$ cat src/design/lts_pkg.sv
`timescale 1ns / 1ps
// ----------------------------------------------------------------------------
// lts_pkg: shared definitions for the S-expression token scanner
// Token kinds, token and push records, ASCII codes and sizing constants.
// ----------------------------------------------------------------------------
package lts_pkg;

    // Default width of the number accumulator.
    localparam int VALUE_BITS_DEF = 32;

    // Fixed widths of the token fields.
    localparam int NUM_W  = 32;
    localparam int CHAR_W = 8;
    localparam int KIND_W = 4;

    // Token queue sizing; the depth is a power of two so the pointers wrap.
    localparam int QUEUE_DEPTH = 4;
    localparam int QPTR_W      = $clog2(QUEUE_DEPTH);
    localparam int QCNT_W      = $clog2(QUEUE_DEPTH + 1);

    // ASCII codes with a meaning of their own.
    localparam logic [7:0] CH_COMMA  = 8'h2C;
    localparam logic [7:0] CH_LPAREN = 8'h28;
    localparam logic [7:0] CH_RPAREN = 8'h29;
    localparam logic [7:0] CH_LBRACK = 8'h5B;
    localparam logic [7:0] CH_RBRACK = 8'h5D;
    localparam logic [7:0] CH_BSLASH = 8'h5C;

    // Token kind codes as seen on the output port.
    typedef enum logic [KIND_W-1:0] {
        KIND_SPACE       = 4'd0,
        KIND_OPEN_PAREN  = 4'd1,
        KIND_CLOSE_PAREN = 4'd2,
        KIND_OPEN_BRACK  = 4'd3,
        KIND_CLOSE_BRACK = 4'd4,
        KIND_NUMBER      = 4'd5,
        KIND_CHAR        = 4'd6,
        KIND_SYMBOL      = 4'd7,
        KIND_INVALID     = 4'd8
    } t_kind;

    // One result token.
    typedef struct packed {
        t_kind             kind;
        logic [NUM_W-1:0]  number;
        logic [CHAR_W-1:0] chr;
        logic              last;
    } t_token;

    // Tokens produced by one input byte, handed to the queue.
    typedef struct packed {
        logic [1:0] cnt;
        t_token     tok0;
        t_token     tok1;
    } t_push;

endpackage

$ cat src/design/lts_scan_core.sv
`timescale 1ns / 1ps
// ----------------------------------------------------------------------------
// lts_scan_core: input register and scanner state update
// Holds one input byte, classifies it against the scan mode and the digit
// accumulator, and produces zero, one or two tokens per byte.
// ----------------------------------------------------------------------------
module lts_scan_core #(
    parameter int VALUE_BITS = lts_pkg::VALUE_BITS_DEF
) (
    input  logic          i_clk,
    input  logic          i_rst_n,
    input  logic          i_valid,
    output logic          o_stall,
    input  logic [7:0]    i_in_byte,
    input  logic          i_end_of_input,
    input  logic          i_room,
    output lts_pkg::t_push o_push,
    output logic          o_halted
);
    import lts_pkg::*;

    localparam int ACC_W = VALUE_BITS + 4;

    typedef enum logic [4:0] {
        MODE_IDLE    = 5'b00001,
        MODE_LETTERS = 5'b00010,
        MODE_DIGITS  = 5'b00100,
        MODE_ESCAPE  = 5'b01000,
        MODE_HALTED  = 5'b10000
    } t_mode;

    logic                  r_in_valid, n_in_valid;
    logic [7:0]            r_in_byte;
    logic                  r_in_eoi;
    t_mode                 r_mode, n_mode;
    logic [VALUE_BITS-1:0] r_accum, n_accum;

    logic                  accept;
    logic                  fire;
    logic                  b_blank, b_letter, b_digit, b_term;
    logic [3:0]            digit;
    logic [ACC_W-1:0]      acc_x10;
    logic [VALUE_BITS-1:0] acc_next;
    logic                  cls_emit;
    t_kind                 cls_kind;
    t_mode                 cls_mode;
    logic [VALUE_BITS-1:0] cls_accum;
    t_token                tok0, tok1;
    logic [1:0]            cnt;

    function automatic t_token make_tok(t_kind kind, logic [NUM_W-1:0] num,
                                        logic [CHAR_W-1:0] chr);
        t_token t;
        t.kind   = kind;
        t.number = num;
        t.chr    = chr;
        t.last   = 1'b0;
        return t;
    endfunction

    // Handshake: the held byte moves on whenever the queue has room for two tokens.
    assign fire    = r_in_valid && i_room;
    assign o_stall = r_in_valid && !i_room;
    assign accept  = i_valid && !o_stall;

    always_comb begin
        n_in_valid = r_in_valid;
        if (accept) begin
            n_in_valid = 1'b1;
        end else if (fire) begin
            n_in_valid = 1'b0;
        end
    end

    // Byte classes.
    assign b_blank  = (r_in_byte == 8'h20) || (r_in_byte >= 8'h09 && r_in_byte <= 8'h0D);
    assign b_letter = (r_in_byte >= 8'h41 && r_in_byte <= 8'h5A)
                   || (r_in_byte >= 8'h61 && r_in_byte <= 8'h7A);
    assign b_digit  = (r_in_byte >= 8'h30 && r_in_byte <= 8'h39);
    assign b_term   = b_blank || (r_in_byte == CH_LPAREN) || (r_in_byte == CH_RPAREN);
    assign digit    = r_in_byte[3:0];

    // Accumulate a digit as 8a + 2a + d; any carry above the value width saturates.
    assign acc_x10  = (ACC_W'(r_accum) << 3) + (ACC_W'(r_accum) << 1) + ACC_W'(digit);
    assign acc_next = (|acc_x10[ACC_W-1:VALUE_BITS]) ? {VALUE_BITS{1'b1}}
                                                      : acc_x10[VALUE_BITS-1:0];

    // Classification of a byte seen with no run open.
    always_comb begin
        cls_emit  = 1'b1;
        cls_kind  = KIND_SYMBOL;
        cls_mode  = MODE_IDLE;
        cls_accum = r_accum;
        if (b_blank || r_in_byte == CH_COMMA) begin
            cls_kind = KIND_SPACE;
        end else if (b_letter) begin
            cls_emit = 1'b0;
            cls_mode = MODE_LETTERS;
        end else if (b_digit) begin
            cls_emit  = 1'b0;
            cls_mode  = MODE_DIGITS;
            cls_accum = VALUE_BITS'(digit);
        end else begin
            case (r_in_byte)
                CH_LPAREN: cls_kind = KIND_OPEN_PAREN;
                CH_RPAREN: cls_kind = KIND_CLOSE_PAREN;
                CH_LBRACK: cls_kind = KIND_OPEN_BRACK;
                CH_RBRACK: cls_kind = KIND_CLOSE_BRACK;
                CH_BSLASH: begin
                    cls_emit = 1'b0;
                    cls_mode = MODE_ESCAPE;
                end
                default:   cls_kind = KIND_SYMBOL;
            endcase
        end
    end

    // Scan step: next mode, next accumulator and the tokens of this byte.
    always_comb begin
        n_mode  = r_mode;
        n_accum = r_accum;
        cnt     = 2'd0;
        tok0    = make_tok(KIND_SPACE, '0, '0);
        tok1    = make_tok(KIND_SPACE, '0, '0);
        if (fire) begin
            case (r_mode)
                MODE_HALTED: begin
                    n_mode = MODE_HALTED;
                end
                MODE_LETTERS: begin
                    if (r_in_eoi) begin
                        tok0   = make_tok(KIND_SYMBOL, '0, '0);
                        cnt    = 2'd1;
                        n_mode = MODE_IDLE;
                    end else if (!b_letter) begin
                        tok0    = make_tok(KIND_SYMBOL, '0, '0);
                        tok1    = make_tok(cls_kind, '0, '0);
                        cnt     = cls_emit ? 2'd2 : 2'd1;
                        n_mode  = cls_mode;
                        n_accum = cls_accum;
                    end
                end
                MODE_DIGITS: begin
                    if (r_in_eoi) begin
                        tok0   = make_tok(KIND_INVALID, '0, '0);
                        cnt    = 2'd1;
                        n_mode = MODE_HALTED;
                    end else if (b_digit) begin
                        n_accum = acc_next;
                    end else if (b_term) begin
                        // A terminator always yields its own token after the number.
                        tok0    = make_tok(KIND_NUMBER, NUM_W'(r_accum), '0);
                        tok1    = make_tok(cls_kind, '0, '0);
                        cnt     = 2'd2;
                        n_mode  = MODE_IDLE;
                        n_accum = '0;
                    end else begin
                        tok0    = make_tok(KIND_INVALID, '0, '0);
                        cnt     = 2'd1;
                        n_mode  = MODE_HALTED;
                        n_accum = '0;
                    end
                end
                MODE_ESCAPE: begin
                    tok0   = make_tok(KIND_CHAR, '0, r_in_eoi ? 8'h00 : r_in_byte);
                    cnt    = 2'd1;
                    n_mode = MODE_IDLE;
                end
                default: begin
                    n_mode = MODE_IDLE;
                    if (!r_in_eoi) begin
                        n_mode  = cls_mode;
                        n_accum = cls_accum;
                        if (cls_emit) begin
                            tok0 = make_tok(cls_kind, '0, '0);
                            cnt  = 2'd1;
                        end
                    end
                end
            endcase
        end
        // Mark the final token of this byte.
        if (cnt == 2'd1) begin
            tok0.last = 1'b1;
        end
        if (cnt == 2'd2) begin
            tok1.last = 1'b1;
        end
    end

    assign o_push.cnt  = cnt;
    assign o_push.tok0 = tok0;
    assign o_push.tok1 = tok1;
    assign o_halted    = (r_mode == MODE_HALTED);

    // Control state.
    always_ff @(posedge i_clk) begin
        if (!i_rst_n) begin
            r_in_valid <= 1'b0;
            r_mode     <= MODE_IDLE;
            r_accum    <= '0;
        end else begin
            r_in_valid <= n_in_valid;
            r_mode     <= n_mode;
            r_accum    <= n_accum;
        end
    end

    // Input payload register.
    always_ff @(posedge i_clk) begin
        if (accept) begin
            r_in_byte <= i_in_byte;
            r_in_eoi  <= i_end_of_input;
        end
    end

endmodule

$ cat src/design/lts_tok_queue.sv
`timescale 1ns / 1ps
// ----------------------------------------------------------------------------
// lts_tok_queue: result token queue
// Takes up to two tokens per cycle from the scanner, which pushes only while
// two slots are free, and hands out one token per output transfer.
// ----------------------------------------------------------------------------
module lts_tok_queue (
    input  logic           i_clk,
    input  logic           i_rst_n,
    input  lts_pkg::t_push i_push,
    output logic           o_room,
    output logic           o_valid,
    input  logic           i_stall,
    output lts_pkg::t_token o_token
);
    import lts_pkg::*;

    t_token              r_mem [QUEUE_DEPTH];
    logic [QPTR_W-1:0]   r_wr_ptr, n_wr_ptr;
    logic [QPTR_W-1:0]   r_rd_ptr, n_rd_ptr;
    logic [QCNT_W-1:0]   r_count, n_count;
    logic                pop;

    assign o_valid = (r_count != '0);
    assign pop     = o_valid && !i_stall;
    assign o_room  = (r_count <= QCNT_W'(QUEUE_DEPTH - 2));
    assign o_token = r_mem[r_rd_ptr];

    // Pointer and fill count update.
    always_comb begin
        n_wr_ptr = r_wr_ptr + QPTR_W'(i_push.cnt);
        n_rd_ptr = r_rd_ptr + QPTR_W'(pop);
        n_count  = r_count + QCNT_W'(i_push.cnt) - QCNT_W'(pop);
    end

    always_ff @(posedge i_clk) begin
        if (!i_rst_n) begin
            r_wr_ptr <= '0;
            r_rd_ptr <= '0;
            r_count  <= '0;
        end else begin
            r_wr_ptr <= n_wr_ptr;
            r_rd_ptr <= n_rd_ptr;
            r_count  <= n_count;
        end
    end

    // Token storage; the second token goes to the slot after the first.
    always_ff @(posedge i_clk) begin
        if (i_push.cnt != 2'd0) begin
            r_mem[r_wr_ptr] <= i_push.tok0;
        end
        if (i_push.cnt == 2'd2) begin
            r_mem[r_wr_ptr + QPTR_W'(1)] <= i_push.tok1;
        end
    end

endmodule

$ cat src/design/lisp_token_scanner.sv
`timescale 1ns / 1ps
// ----------------------------------------------------------------------------
// lisp_token_scanner: byte-serial S-expression tokenizer
// Top level: scanner core followed by a four-entry token queue.
// ----------------------------------------------------------------------------
// The scanner takes one source byte, or an end-of-input mark, per transfer and
// accepts a new one every clock while the token queue has two free slots. A
// byte reaches the input register on its transfer, and its tokens go from that
// register into the queue once the queue has room. The output hands out one
// token per cycle while it is not stalled; a byte that closes a run and is
// itself a token produces two, so a text dense in such bytes is limited by the
// output side. After an invalid number the scanner halts, consumes further
// bytes without producing tokens, and needs a reset.
module lisp_token_scanner #(
    parameter int VALUE_BITS = lts_pkg::VALUE_BITS_DEF
) (
    input  logic       i_clk,
    input  logic       i_rst_n,
    input  logic       i_valid,
    output logic       o_stall,
    input  logic [7:0] i_in_byte,
    input  logic       i_end_of_input,
    output logic       o_valid,
    input  logic       i_stall,
    output logic [3:0] o_token_kind,
    output logic [31:0] o_number_value,
    output logic [7:0] o_char_value,
    output logic       o_last_of_run
);
    import lts_pkg::*;

    t_push  push;
    t_token token;
    logic   room;
    logic   halted;

    // Scanner state and input register.
    lts_scan_core #(
        .VALUE_BITS (VALUE_BITS)
    ) u_core (
        .i_clk          (i_clk),
        .i_rst_n        (i_rst_n),
        .i_valid        (i_valid),
        .o_stall        (o_stall),
        .i_in_byte      (i_in_byte),
        .i_end_of_input (i_end_of_input),
        .i_room         (room),
        .o_push         (push),
        .o_halted       (halted)
    );

    // Result token queue.
    lts_tok_queue u_queue (
        .i_clk   (i_clk),
        .i_rst_n (i_rst_n),
        .i_push  (push),
        .o_room  (room),
        .o_valid (o_valid),
        .i_stall (i_stall),
        .o_token (token)
    );

    assign o_token_kind   = token.kind;
    assign o_number_value = token.number;
    assign o_char_value   = token.chr;
    assign o_last_of_run  = token.last;

`ifndef SYNTHESIS
    // A halted scanner never produces tokens.
    a_halted_silent: assert property (@(posedge i_clk) disable iff (!i_rst_n)
        halted |-> (push.cnt == 2'd0))
        else $error("tokens produced while halted");

    // An invalid token always halts the scanner.
    a_invalid_halts: assert property (@(posedge i_clk) disable iff (!i_rst_n)
        (push.cnt != 2'd0 && push.tok0.kind == KIND_INVALID) |=> halted)
        else $error("scanner kept running after an invalid token");

    // Only number tokens carry a value.
    a_number_only: assert property (@(posedge i_clk) disable iff (!i_rst_n)
        (o_valid && o_token_kind != KIND_NUMBER) |-> (o_number_value == '0))
        else $error("number value on a token that is not a number");
`endif

endmodule

$ cat config.mk
export PLATFORM = sky130hd
export DESIGN_NAME = lisp_token_scanner
export DESIGN_NICKNAME = d
export VERILOG_FILES = /design/src/design/lts_pkg.sv /design/src/design/lts_scan_core.sv /design/src/design/lts_tok_queue.sv /design/src/design/lisp_token_scanner.sv
export SDC_FILE = /design/constraint.sdc
export NUM_CORES = 1
export LEC_CHECK = 0
export ABC_AREA = 1
export BUFFER_PORTS_ARGS = -buffer_cell sky130_fd_sc_hd__buf_2
export CAP_MARGIN = 20
export CORE_MARGIN = 4
export CORE_UTILIZATION = 39
export DETAILED_ROUTE_END_ITERATION = 16
export PLACE_DENSITY_LB_ADDON = 0.15
export SLEW_MARGIN = 20
export SYNTH_ARGS = -nofsm -noshare
export SYNTH_HDL_FRONTEND = slang
export SYNTH_SLANG_ARGS = --single-unit
$ cat constraint.sdc
create_clock -name i_clk -period 3.2 [get_ports i_clk]
set_clock_uncertainty 0.15 [all_clocks]
set_input_delay 0.64 -clock i_clk [delete_from_list [all_inputs] [get_ports i_clk]]
set_output_delay 0.64 -clock i_clk [all_outputs]
set_load 0.1 [all_outputs]
[After elaboration in Yosys (flattened, before gate mapping)]
Memories as Yosys holds them, arrays and structs flattened. A register that Yosys moved wholly into a read port is not among the register bits.
Cells that the tools add are included.
Operators by class
  order comparisons: 9
  reduce and logical (&&, ||, !) cells: 23
  eq/ne operators: 16
  $add $sub $neg: 7
  multiplexer cells: 65
  bitwise operators: 2
Operators by type and width (count)
  45-bit two-way mux: 13
  32-bit two-way mux: 9
  45-bit one-hot mux with 4 select lines: 1
  32-bit one-hot mux with 3 select lines: 1
  45-bit one-hot mux with 2 select lines: 1
  5-bit two-way mux: 9
  44-bit two-way mux: 1
  35-bit by 33-bit adder with 36-bit output: 1
  36-bit by 4-bit adder with 36-bit output: 1
  8-bit by 6-bit == test with 1-bit output, second input constant: 4
  8-bit by 7-bit == test with 1-bit output, second input constant: 3
  5-bit one-hot mux with 4 select lines: 1
  2-bit two-way mux: 9
  8-bit by 7-bit greater-or-equal comparator with 1-bit output, second input constant: 2
  8-bit by 7-bit <= comparator with 1-bit output, second input constant: 2
  4-bit two-way mux: 4
  1-bit two-way mux: 13
  3-bit one-hot mux with 4 select lines: 1
  8-bit by 4-bit greater-or-equal comparator with 1-bit output, second input constant: 1
  8-bit by 6-bit greater-or-equal comparator with 1-bit output, second input constant: 1
  8-bit by 4-bit <= comparator with 1-bit output, second input constant: 1
  8-bit by 6-bit <= comparator with 1-bit output, second input constant: 1
  1-bit logical AND: 8
  8-bit two-way mux: 1
  other kinds (24): 33
Word-level totals
  word-level logic and storage cells: 131
  memories kept: 1
  input port bits: 13
  memory bits (writable): 180
  flip-flop bits (word level): 54
  output and inout bits: 47
Memories
  u_queue.r_mem: words 4, width 45, read ports 1, clocked after memory_dff 1, wr ports 2, line lts_tok_queue.sv:18  | t_token r_mem [QUEUE_DEPTH];

[Logic depth before layout (Yosys ltp)]
Gate-level depths: netlist of the first run.
  depth after elaboration: 13
  mapped depth: 18
  depth with buffers taken out: 17

[Cells and area by module]
A second synthesis of the first run with hierarchy kept.
Unflattened totals
  cells, all modules: 1807
  area total of the unflattened synthesis: 14525.2 um^2
By module, submodules not included
  lts_tok_queue: area an instance 8969.9 um^2, cells an instance 943, times used 1, sequential area each 5545.3 um^2
  lts_scan_core: area an instance 5555.3 um^2, cells an instance 864, times used 1, sequential area each 1031.0 um^2

[Worst setup path after synthesis of the first run]
No wires, ideal clock.
  path kind: register to output
  start: register, netlist name u_queue.r_rd_ptr[0]
  end: output o_number_value[18]
  setup slack: -0.644 ns
  path buffers: 2
  arrival: 3.054 ns
  stages on the path, launching flop included: 5
  data required time: 2.410 ns
  cells stage by stage: dfxtp_1 -> clkbuf_1 -> clkbuf_1 -> nor2_1 -> o21ai_0
RTL lines
  to (decl): line lisp_token_scanner.sv:26  | output logic [31:0] o_number_value,

==> run summary, run 1 <==
status = completed
Worst Reg2Reg Path Length in Cells = 18
Synth Net Count = 2192
mux contribution to synthesized area = 0%
Post-synth top flop = dfxtp_1
number of flops mapped to enable cells by yosys = 25
I/O Pins = 60
final setup TNS = 0 ps
TritonCTS Sinks = 234
Starting Density = 39.4%
vias in the first global route = 12700
Die Span Y = 197 um
Worst path max stage delay = 490 ps
clk buf depth = 3
cell chain of the critical path = inv_1 -> buf_4 -> o21ai_0 -> o22ai_2 -> buf_2
post-synth top area cell = dfxtp_1
Avg Vias per Cell = 5.30
Via Count = 13900
htree depth = 1
met3 usage = 2.42%
main combinational cell family by area after synthesis = simple AND/OR/NAND/NOR gates
CP Capture Type = primary output
pwr/cell area = 736 nW/um^2
post-DP HPWL = 30.6 mm
most common cell in the netlist = nand2_1
Clk pin slew, worst setup/hold paths = 60 ps
FF/Latch Area = 4940 um^2
CORE AREA = 35500 um^2
Mapped Area = 14000 um^2
Synth Instances = 2108
Die Wd = 197 um
Hold Crit Depth = 1
fill cell count = 3682
RD Place Congestion = 0.908
Final period util = 95.6%
Std-Cell Rows = 69
compound-cell area share of the yosys netlist = 15.3%
Area contributors post-synth = dfxtp_1, nand2_1, nand3_1, nor2_1, a21oi_1
startpoint types = flip-flop
CTS root buffer = clkbuf_16
fraction of layout cells with a size suffix above 1 = 12.6%
Netlist cell types = 44
area of the multi-input gates = 8130 um^2
ys async rst share = 0%
critical path's slowest cell = buf_2
Clock Latency Late Sink = 540 ps
antenna-violating nets left = 0
r2r setup slk = 190 ps
list of most frequent post-synthesis cells = nand2_1, nor2_1, nand3_1, dfxtp_1, a21oi_1
CP Max Fanout = 37
first-pass iteration count of the detailed router = 5
final net count = 2228
#FFs+latches synth = 234
VDD IR-drop max = 0.857 mV
final wirelength = 44.7 mm
reg2reg end = u_core.r_accum[11]
# hold bufs at CTS = 0
sequential share of the synthesized area = 35.3%
Port-buffer cells = 59
Slew headroom = 50.7%
max-slew violations = 0
area share of the largest cell type after synthesis = 29.9%
Worst R2R Start = u_core.r_in_byte[1]
CP Data Arrival Time = 2270 ps
Avg Inst Size Synth = 6.63 um^2
Routed wire per std cell = 17.0 um
Die Area = 38900 um^2
initial antenna violation count = 1
area added between synthesis and finish = 16.9%
LEAKAGE = 8.25 nW
met2 Track Usage GR = 34.0%
first-pass GRT wire length = 69.6 mm
Post-Synth Simple-Gate Area = 32.4%
DRC violations left = 0
Num CTS Buffers = 28
Final Power = 12.0 mW
critical path type = reg -> out
synth warn = 0
Adder-Cell Fraction of Synth Area = 6.52%
Final setup violation count = 0
pin count of the biggest net entering global routing = 99
antenna cells = 0
min Tclk post-route = 3060 ps
max_cap viols = 0
GR peak layer = met2
residual overflow from global routing = 0
post-synthesis xor/xnor area fraction = 1.38%
Min-Delay Endpoint = u_core.r_in_eoi
total track usage = 21.8%
Req. time, crit path = 2410 ps
Worst Hold Launch = i_end_of_input
Worst-Margin Slew = 737 ps
fmax = 0.327 GHz
min-delay worst type = in -> reg
drt first-iter violations = 992
Fin. Hold Viols = 0
GR Util met1 = 32.6%
CTS tree = yes
-- registers in the layout, summed over array words and instances (netlist names) --
register,flops
u_core.r_in_valid,1
u_core.r_in_byte,8
u_core.r_in_eoi,1
u_queue.r_wr_ptr,2
u_queue.r_count,3
u_queue.r_mem,180
u_core.r_accum,32
u_queue.r_rd_ptr,2
u_core.r_mode,5
-- layout make-up --
class                      instances  area share (%)
clock buffer                      37            5.19
clock inverter                    15           0.857
inverter                         170            3.90
multi-input combinational       1583            49.7
sequential                       234            30.2
tap                              461            3.53
timing repair buffer             127            6.60
-- worst max-delay path: cells and delay by family (launching register included) --
kind                   cells  cell delay, ps
flip-flops                 1             320
buffers and inverters      3             980
AO/OA/AOI/OAI              2             430
-- report_power, final --
part	total (mW)	switching (mW)	leakage (nW)	internal, mW
sequential	3.49	0.172	1.93	3.31
clock	3.34	1.31	0.484	2.02
combinational	5.21	4.04	5.83	1.16
total	12.0	5.53	8.25	6.50
-- how the worst max path moves through the flow --
stage | from | end | slack (ps) | cells past startpoint
finish | u_queue.r_rd_ptr[1] | o_number_value[8] | 140 | 5
global route | u_core.r_in_byte[1] | u_queue.r_count[2] | -10 | 18
CTS | u_core.r_in_byte[3] | u_core.r_accum[11] | 50 | 17
detailed placement | u_core.r_in_byte[3] | u_core.r_accum[28] | 60 | 17
global placement | u_core.r_in_byte[3] | u_core.r_accum[17] | 110 | 17
floorplan | u_queue.r_rd_ptr[0] | o_number_value[18] | 110 | 4
-- layout by cell type (no fill, tap or decap), types with 25 or more instances in the layout --
master	instances
nand3_1	228
a21oi_1	191
o22ai_2	37
nor2_1	282
buf_2	50
ha_1	65
clkbuf_16	33
edfxtp_1	25
inv_1	161
dfxtp_1	205
o21ai_0	130
nand2_1	507
buf_4	56
-- what timing repair did --
item,in CTS,in global routing
setup endpoints to repair,0,72
setup buffers,0,7
resized for setup,0,24
-- logic make-up (layout without fill, tap and decap cells) --
family                   count (synthesis)  after routing
AO/OA/AOI/OAI                          409            409
buffers and inverters                  291            349
adder cells (fa/ha/maj)                 71             71
XOR/XNOR                                22             22
AND/OR/NAND/NOR                       1081           1081
flip-flops                             234            234
-- stage by stage --
stage	setup WS, ps	std cells	cell area, um^2	utilization [%]	hold WS, ps
2_1_floorplan	110	2108	14200	-	293
3_3_place_gp	113	2565	15200	42.7	304
3_5_place_dp	63.7	2565	15200	42.7	311
4_1_cts	45.8	2617	16100	45.5	102
5_1_grt	-12.7	2627	16300	46.1	111
6_report	140	2627	16300	46.1	126
-- per-layer routing --
layer | vias to the layer above | routed length (um)
li1 | 6992 | -
met1 | 6558 | 22200
met2 | 328 | 19500
met3 | 53 | 2250
met4 | 0 | 727
met5 | - | 0
No activity file was read; power rests on OpenSTA's default activity.
==> run 2, diff against run 1 <==
Settings changed: CELL_PAD_IN_SITES_DETAIL_PLACEMENT set to 1, CELL_PAD_IN_SITES_GLOBAL_PLACEMENT set to 2, CORE_UTILIZATION 39 to 32.
==> run summary, run 2 (synthesis gave the netlist of run 1 again) <==
Flop pwr share = 29.2% (+0.2 points)
NetSw = 5.61 mW (+1.5%)
CTS root buffer = clkbuf_16
critical path type = reg -> out
max-slew violations = 0 (unchanged)
Clk pin slew, worst setup/hold paths = 60 ps (about the same)
Clock Latency Late Sink = 570 ps (+30 ps)
total track usage = 21.2% (-0.55 points)
RD Place Congestion = 0.825 (-9.1%)
antenna cells = 0 (unchanged)
most frequent cells in the layout = nand2_1, nor2_1, nand3_1
fmax = 0.321 GHz (-1.7%)
min Tclk post-route = 3110 ps (+53.0 ps)
Final period util = 97.3% (+1.7 points)
Final setup violation count = 0 (unchanged)
final core occ = 38.3% (-7.8 points)
I/O Pins = 60 (unchanged)
Clock Power Share = 26.5% (-1.3 points)
Num CTS Buffers = 29 (+3.6%)
first-pass iteration count of the detailed router = 5 (unchanged)
Die Wd = 217 um (+10%)
Routed wire per std cell = 18.7 um (+10%)
critical path's slowest cell = buf_2
Std-Cell Rows = 76 (+10%)
TritonCTS Sinks = 234 (unchanged)
clk buf depth = 3 (unchanged)
Via Count = 14100 (+1.0%)
Die Area = 47100 um^2 (+21%)
met2 wire length = 23.4 mm (+20%)
pin count of the biggest net entering global routing = 111 (+12%)
met3 routed WL = 1.71 mm (-24%)
htree depth = 1 (unchanged)
Metal-1 WL = 25.6 mm (+16%)
CP Max Fanout = 16 (-57%)
Req. time, crit path = 2410 ps (about the same)
switching share of power = 47.0% (+1.0 points)
Port-buffer cells = 59 (unchanged)
area of the multi-input gates = 8130 um^2 (about the same)
Highest Signal Layer = met4
CP Data Arrival Time = 2320 ps (+50 ps)
Fin. Hold Viols = 0 (unchanged)
status = completed
CTS tree = yes
Slew headroom = 46.8% (-3.9 points)
post-DP HPWL = 35.5 mm (+16%)
Top reg by flops = u_queue.r_mem
DRC violations left = 0 (unchanged)
residual overflow from global routing = 0 (unchanged)
first-pass GRT wire length = 80.9 mm (+16%)
LEAKAGE = 8.27 nW (+0.23%)
antenna-violating nets left = 0 (unchanged)
area added between synthesis and finish = 18.2%
r2r setup slk = 180 ps (about the same)
Die Span Y = 217 um (+10%)
max_cap viols = 0 (unchanged)
VDD IR-drop max = 0.534 mV (-38%)
startpoint types = flip-flop
combinational share of power = 44.3% (+1.0 points)
Placed Area = 15400 um^2 (+1.4%)
max reg flops = 180 (unchanged)
initial antenna violation count = 0 (-1)
min-delay worst type = in -> reg
Worst path max stage delay = 470 ps (-20 ps)
final net count = 2234 (+0.27%)
Top Registers = u_queue.r_mem (180), u_core.r_accum (32), u_core.r_in_byte (8)
Avg Vias per Cell = 5.11 (-3.7%)
Design Area, Final = 16500 um^2 (+1.1%)
CP Capture Type = primary output
most common cell after layout, fill and taps aside = nand2_1
fill cell count = 5536 (+50%)
fraction of layout cells with a size suffix above 1 = 12.6% (-0.035 points)
cell chain of the critical path = inv_2 -> buf_4 -> nor2_1 -> o22ai_2 -> buf_2
drt first-iter violations = 843 (-15%)
Pint = 6.34 mW (-2.5%)
final wirelength = 51.6 mm (+15%)
FF/Latch Area = 4940 um^2 (about the same)
Starting Density = 32.4% (-7.0 points)
vias in the first global route = 14300 (+13%)
Worst-Margin Slew = 795 ps (+57.8 ps)
CORE AREA = 43200 um^2 (+22%)
pwr/cell area = 723 nW/um^2 (-1.7%)
unrepaired setup endpoints after global routing = true
==> run 2: changes by cell type in the layout (fill, tap and decap cells not counted), moves of 4 or more <==
cell,delta
clkbuf_1,+8
nand2_2,+7
buf_2,-6
clkbuf_4,+6
nand2_1,-5
clkinvlp_4,-4
==> run 2: path summary, 6_finish.rpt <==
| path | startpoint | cells after the start | endpoint |
|---|---|---|---|
| worst min register to register | u_queue.r_mem[0][44] | 2 | u_queue.r_mem[0][44] |
| worst max register to register | u_core.r_in_byte[3] | 19 | u_core.r_accum[14] |
| worst min-delay path | i_in_byte[7] | 1 | u_core.r_in_byte[7] |
| worst max-delay path | u_queue.r_rd_ptr[0] | 5 | o_char_value[7] |
==> run 2: layout make-up <==
type / count / area share [%]
Multi-Input combinational cell: 1583 / 49.2
Clock inverter: 8 / 0.265
Clock buffer: 45 / 5.18
Sequential cell: 234 / 29.9
Timing Repair Buffer: 132 / 7.18
Inverter: 170 / 3.86
Tap cell: 585 / 4.43
==> run 2: power by group through the flow <==
stage | clock network (mW) | registers [mW] | logic [mW]
2_1_floorplan | 0 | 3.49 | 4.11
3_3_place_gp | 0 | 3.54 | 5.25
3_5_place_dp | 0 | 3.55 | 5.30
4_1_cts | 3.25 | 3.49 | 5.31
5_1_grt | 3.37 | 3.53 | 5.60
6_report | 3.16 | 3.49 | 5.29
==> run 2: routing by layer <==
layer | up-vias | GRT usage (%)
met3 | 49 | 2.29
met1 | 6812 | 30.6
met5 | - | 0
met2 | 207 | 34.6
li1 | 7008 | -
met4 | 0 | 4.09
==> run 2: critical path: cells and delay by family (launching register included) <==
family	cells	cell delay (ps)
flops	1	370
compound gates	1	230
simple gates	1	90
buf+inv	3	1050
==> run 2: timing repair <==
item,4_1_cts,5_1_grt
resized for setup,2,33
endpoints found under the setup margin,4,40
gates cloned,1,3
pin swaps,1,9
hold endpoints to repair,0,0
hold buffers,0,0
setup buffers,1,4
==> run 2: through the flow <==
step / hold slack [ps] / setup TNS (ps) / total power, mW / cells / setup slack [ps]
after floorplan: 293 / 0 / 7.60 / 2108 / 110
after global placement: 306 / 0 / 8.79 / 2695 / 90.4
after detailed placement: 313 / 0 / 8.85 / 2695 / 9.00
after CTS: 74.3 / 0 / 12.0 / 2750 / 1.32
after global routing: 74.3 / -77.6 / 12.5 / 2757 / -20.6
final: 98.6 / 0 / 11.9 / 2757 / 86.5
==> run 3, diff against run 2 <==
Settings changed: CORE_UTILIZATION 32 to 34, SYNTH_HIERARCHICAL set to 1.
==> run summary, run 3 <==
I/O Pins = 60 (unchanged)
unrepaired setup endpoints after global routing = true
CTS tree = yes
area share of the largest cell type after synthesis = 39.1% (+9.1 points)
min-delay worst type = in -> reg
Final setup violation count = 0 (unchanged)
critical path type = reg -> reg
CP Capture Type = flip-flop
residual overflow from global routing = 0 (unchanged)
CP delay by family, top = buffers and inverters
Top reg by flops = u_queue/r_mem
Routed wire per std cell = 20.5 um (+9.7%)
worst slack, placed = -139 ps (-148 ps)
final wirelength = 51.9 mm (+0.62%)
startpoint types = flip-flop
clk buf depth = 3 (unchanged)
htree depth = 1 (unchanged)
area added between synthesis and finish = 28.8%
Port-buffer cells = 59 (unchanged)
Die Span Y = 215 um (-1.1%)
Final WS setup = 13.1 ps (-73.4 ps)
synth warn = 6 (+6)
#FFs+latches synth = 234 (unchanged)
TritonCTS Sinks = 234 (unchanged)
first-pass iteration count of the detailed router = 5 (unchanged)
status = completed
VDD IR-drop max = 0.458 mV (-14%)
CTS root buffer = clkbuf_16
critical path's slowest cell = edfxtp_1
Post-synth top flop = edfxtp_1
max-slew violations = 0 (unchanged)
WP buf/inv = 8 (+5)
final net count = 2050 (-8.2%)
Starting Density = 34.5% (+2.1 points)
CP Max Fanout = 12 (-4)
most used cell, CP = buf_6
Top Registers = u_queue/r_mem (180), u_core/r_accum (32), u_core/r_in_byte (8)
CORE AREA = 42100 um^2 (-2.4%)
most common cell after layout, fill and taps aside = nand2_1
post-DP HPWL = 32.9 mm (-7.2%)
FF/Latch Area = 6580 um^2 (+33%)
Fin Hold WS = 107 ps (+8.86 ps)
RD Place Congestion = 0.847 (+2.7%)
pin count of the biggest net entering global routing = 94 (-15%)
Std-Cell Rows = 75 (-1.3%)
Via Count = 13000 (-7.3%)
most frequent cells in the layout = nand2_1, o21ai_0, edfxtp_1
# hold bufs at CTS = 0 (unchanged)
total track usage = 19.9% (-1.3 points)
number of flops mapped to enable cells by yosys = 189 (+660%)
DRC violations left = 0 (unchanged)
Fin. Hold Viols = 0 (unchanged)
max_cap viols = 0 (unchanged)
Die Area = 46100 um^2 (-2.1%)
Worst-Margin Slew = 799 ps (+4.41 ps)
area of the multi-input gates = 7330 um^2 (-9.9%)
most common cell in the netlist = nand2_1
ys async rst share = 0% (unchanged)
min Tclk post-route = 3190 ps (+73.4 ps)
Placed Cells incl. Taps = 2414 (-10%)
first-pass GRT wire length = 74.2 mm (-8.3%)
final core occ = 44.4% (+6.1 points)
cell chain of the critical path = buf_6 -> buf_8 -> nand2_4 -> inv_4 -> nand2_4 -> inv_2 -> o21ai_4 -> nand3_2 -> o31ai_4 -> nand3_2 -> nor3_4 -> inv_2 -> nor2_4 -> buf_6 -> nand2_8 -> o31ai_4 -> buf_6 -> buf_12
Clock Latency Late Sink = 550 ps (-20 ps)
antenna-violating nets left = 0 (unchanged)
Final period util = 99.6% (+2.3 points)
non-filler instance count after layout = 2528 (-8.3%)
Area contributors post-synth = edfxtp_1, nand2_1, o21ai_0, dfxtp_1, ha_1
sequential share of the synthesized area = 45.3% (+10 points)
Avg Inst Size Synth = 8.04 um^2 (+21%)
vias in the first global route = 13200 (-7.6%)
pwr/cell area = 571 nW/um^2 (-21%)
Avg Vias per Cell = 5.16 (+1.1%)
LEAKAGE = 7.83 nW (-5.3%)
Clk pin slew, worst setup/hold paths = 60 ps (about the same)
fmax = 0.314 GHz (-2.3%)
list of most frequent post-synthesis cells = nand2_1, o21ai_0, edfxtp_1, nor2_1, inv_1
final setup TNS = 0 ps (unchanged)
Req. time, crit path = 3310 ps (+900 ps)
fraction of layout cells with a size suffix above 1 = 19.7% (+7.1 points)
Num CTS Buffers = 29 (unchanged)
Netlist cell types = 50 (+14%)
Die Wd = 215 um (-1.1%)
initial antenna violation count = 0 (unchanged)
CP Data Arrival Time = 3290 ps (+970 ps)
Mapped Area = 14500 um^2 (+3.9%)
Slew headroom = 46.5% (-0.29 points)
antenna cells = 0 (unchanged)
Worst path max stage delay = 420 ps (-50 ps)
drt first-iter violations = 772 (-8.4%)
fill cell count = 4966 (-10%)
max reg flops = 180 (unchanged)
post-synth top area cell = edfxtp_1
Synth Instances = 1807 (-14%)
## run 3: changes by cell type in the layout (fill, tap and decap cells not counted), moves of 35 or more
| cell | delta |
|---|---|
| buf_12 | +39 |
| o21ai_0 | +119 |
| nor2_1 | -118 |
| a21oi_1 | -122 |
| nand2_1 | -89 |
| conb_1 | +41 |
| nand3_1 | -208 |
| o22ai_2 | -37 |
| edfxtp_1 | +164 |
| o22ai_1 | +40 |
| dfxtp_1 | -164 |
| buf_4 | +35 |
## run 3: metal layers
layer | share of wire [%] | global-route usage [%] | vias up
met5 | 0 | 0 | -
met4 | 2.1 | 3.96 | 0
met3 | 3.6 | 1.85 | 60
met2 | 49 | 34.7 | 220
met1 | 45 | 27.1 | 6401
li1 | - | - | 6365
## run 3: worst paths after layout
check / startpoint / to / slack (ps) / cells past startpoint
worst min register to register: u_core/r_mode[1] / u_core/r_mode[1] / 350 / 2
worst max-delay path: u_core/r_in_byte[3] / u_queue/r_mem[3][36] / 10 / 18
worst max register to register: u_core/r_in_byte[3] / u_queue/r_mem[3][36] / 10 / 18
worst min-delay path: i_end_of_input / u_core/r_in_eoi / 110 / 1
## run 3: power by group
group	leakage (nW)	internal, mW	switching (mW)	total [mW]
Sequential	2.38	3.37	0.0676	3.44
Combinational	5.03	1.13	3.08	4.21
Clock	0.422	1.74	1.30	3.03
Total	7.83	6.24	4.45	10.7
## run 3: final cells by class
cell class / instances / area share [%]
clock buffers: 43 / 4.32
flip-flops and latches: 234 / 35.2
clock inverters: 9 / 0.288
multi-input cells: 1319 / 39.2
repair buffers: 211 / 13.9
inverters: 173 / 3.56
well taps: 539 / 3.60
## run 3: logic make-up (layout without fill, tap and decap cells)
family	after synthesis	in the layout	synth area share (%)
AO/OA/AOI/OAI	474	474	17.6
XOR/XNOR	26	26	1.57
adder cells (fa/ha/maj)	69	69	6.10
buffers and inverters	294	436	9.08
flip-flops	234	234	45.3
other	1	41	0.0258
AND/OR/NAND/NOR	709	709	20.4
## run 3: stage by stage
step / instance area (um^2) / total power [mW]
6_report: 18700 / 10.7
2_1_floorplan: 14800 / 6.34
5_1_grt: 18700 / 11.1
3_3_place_gp: 16400 / 7.54
4_1_cts: 17800 / 10.7
3_5_place_dp: 16400 / 7.58
## run 3: repair_timing
action | in CTS | in global routing
resized for setup | 51 | 129
hold endpoints to repair | 0 | 0
buffers inserted | 26 | 20
pin swaps | 17 | 24
setup endpoints to repair | 192 | 384
cloned | 4 | 14
## run 3: worst reg2reg max path, cell delays in order (launching register included)
cell and delay (ps):
edfxtp_1 420, buf_6 140, buf_8 130, nand2_4 90
inv_4 40, nand2_4 50, inv_2 40, o21ai_4 270
nand3_2 150, o31ai_4 90, nand3_2 140, nor3_4 220
inv_2 90, nor2_4 140, buf_6 140, nand2_8 90
o31ai_4 120, buf_6 200, buf_12 160
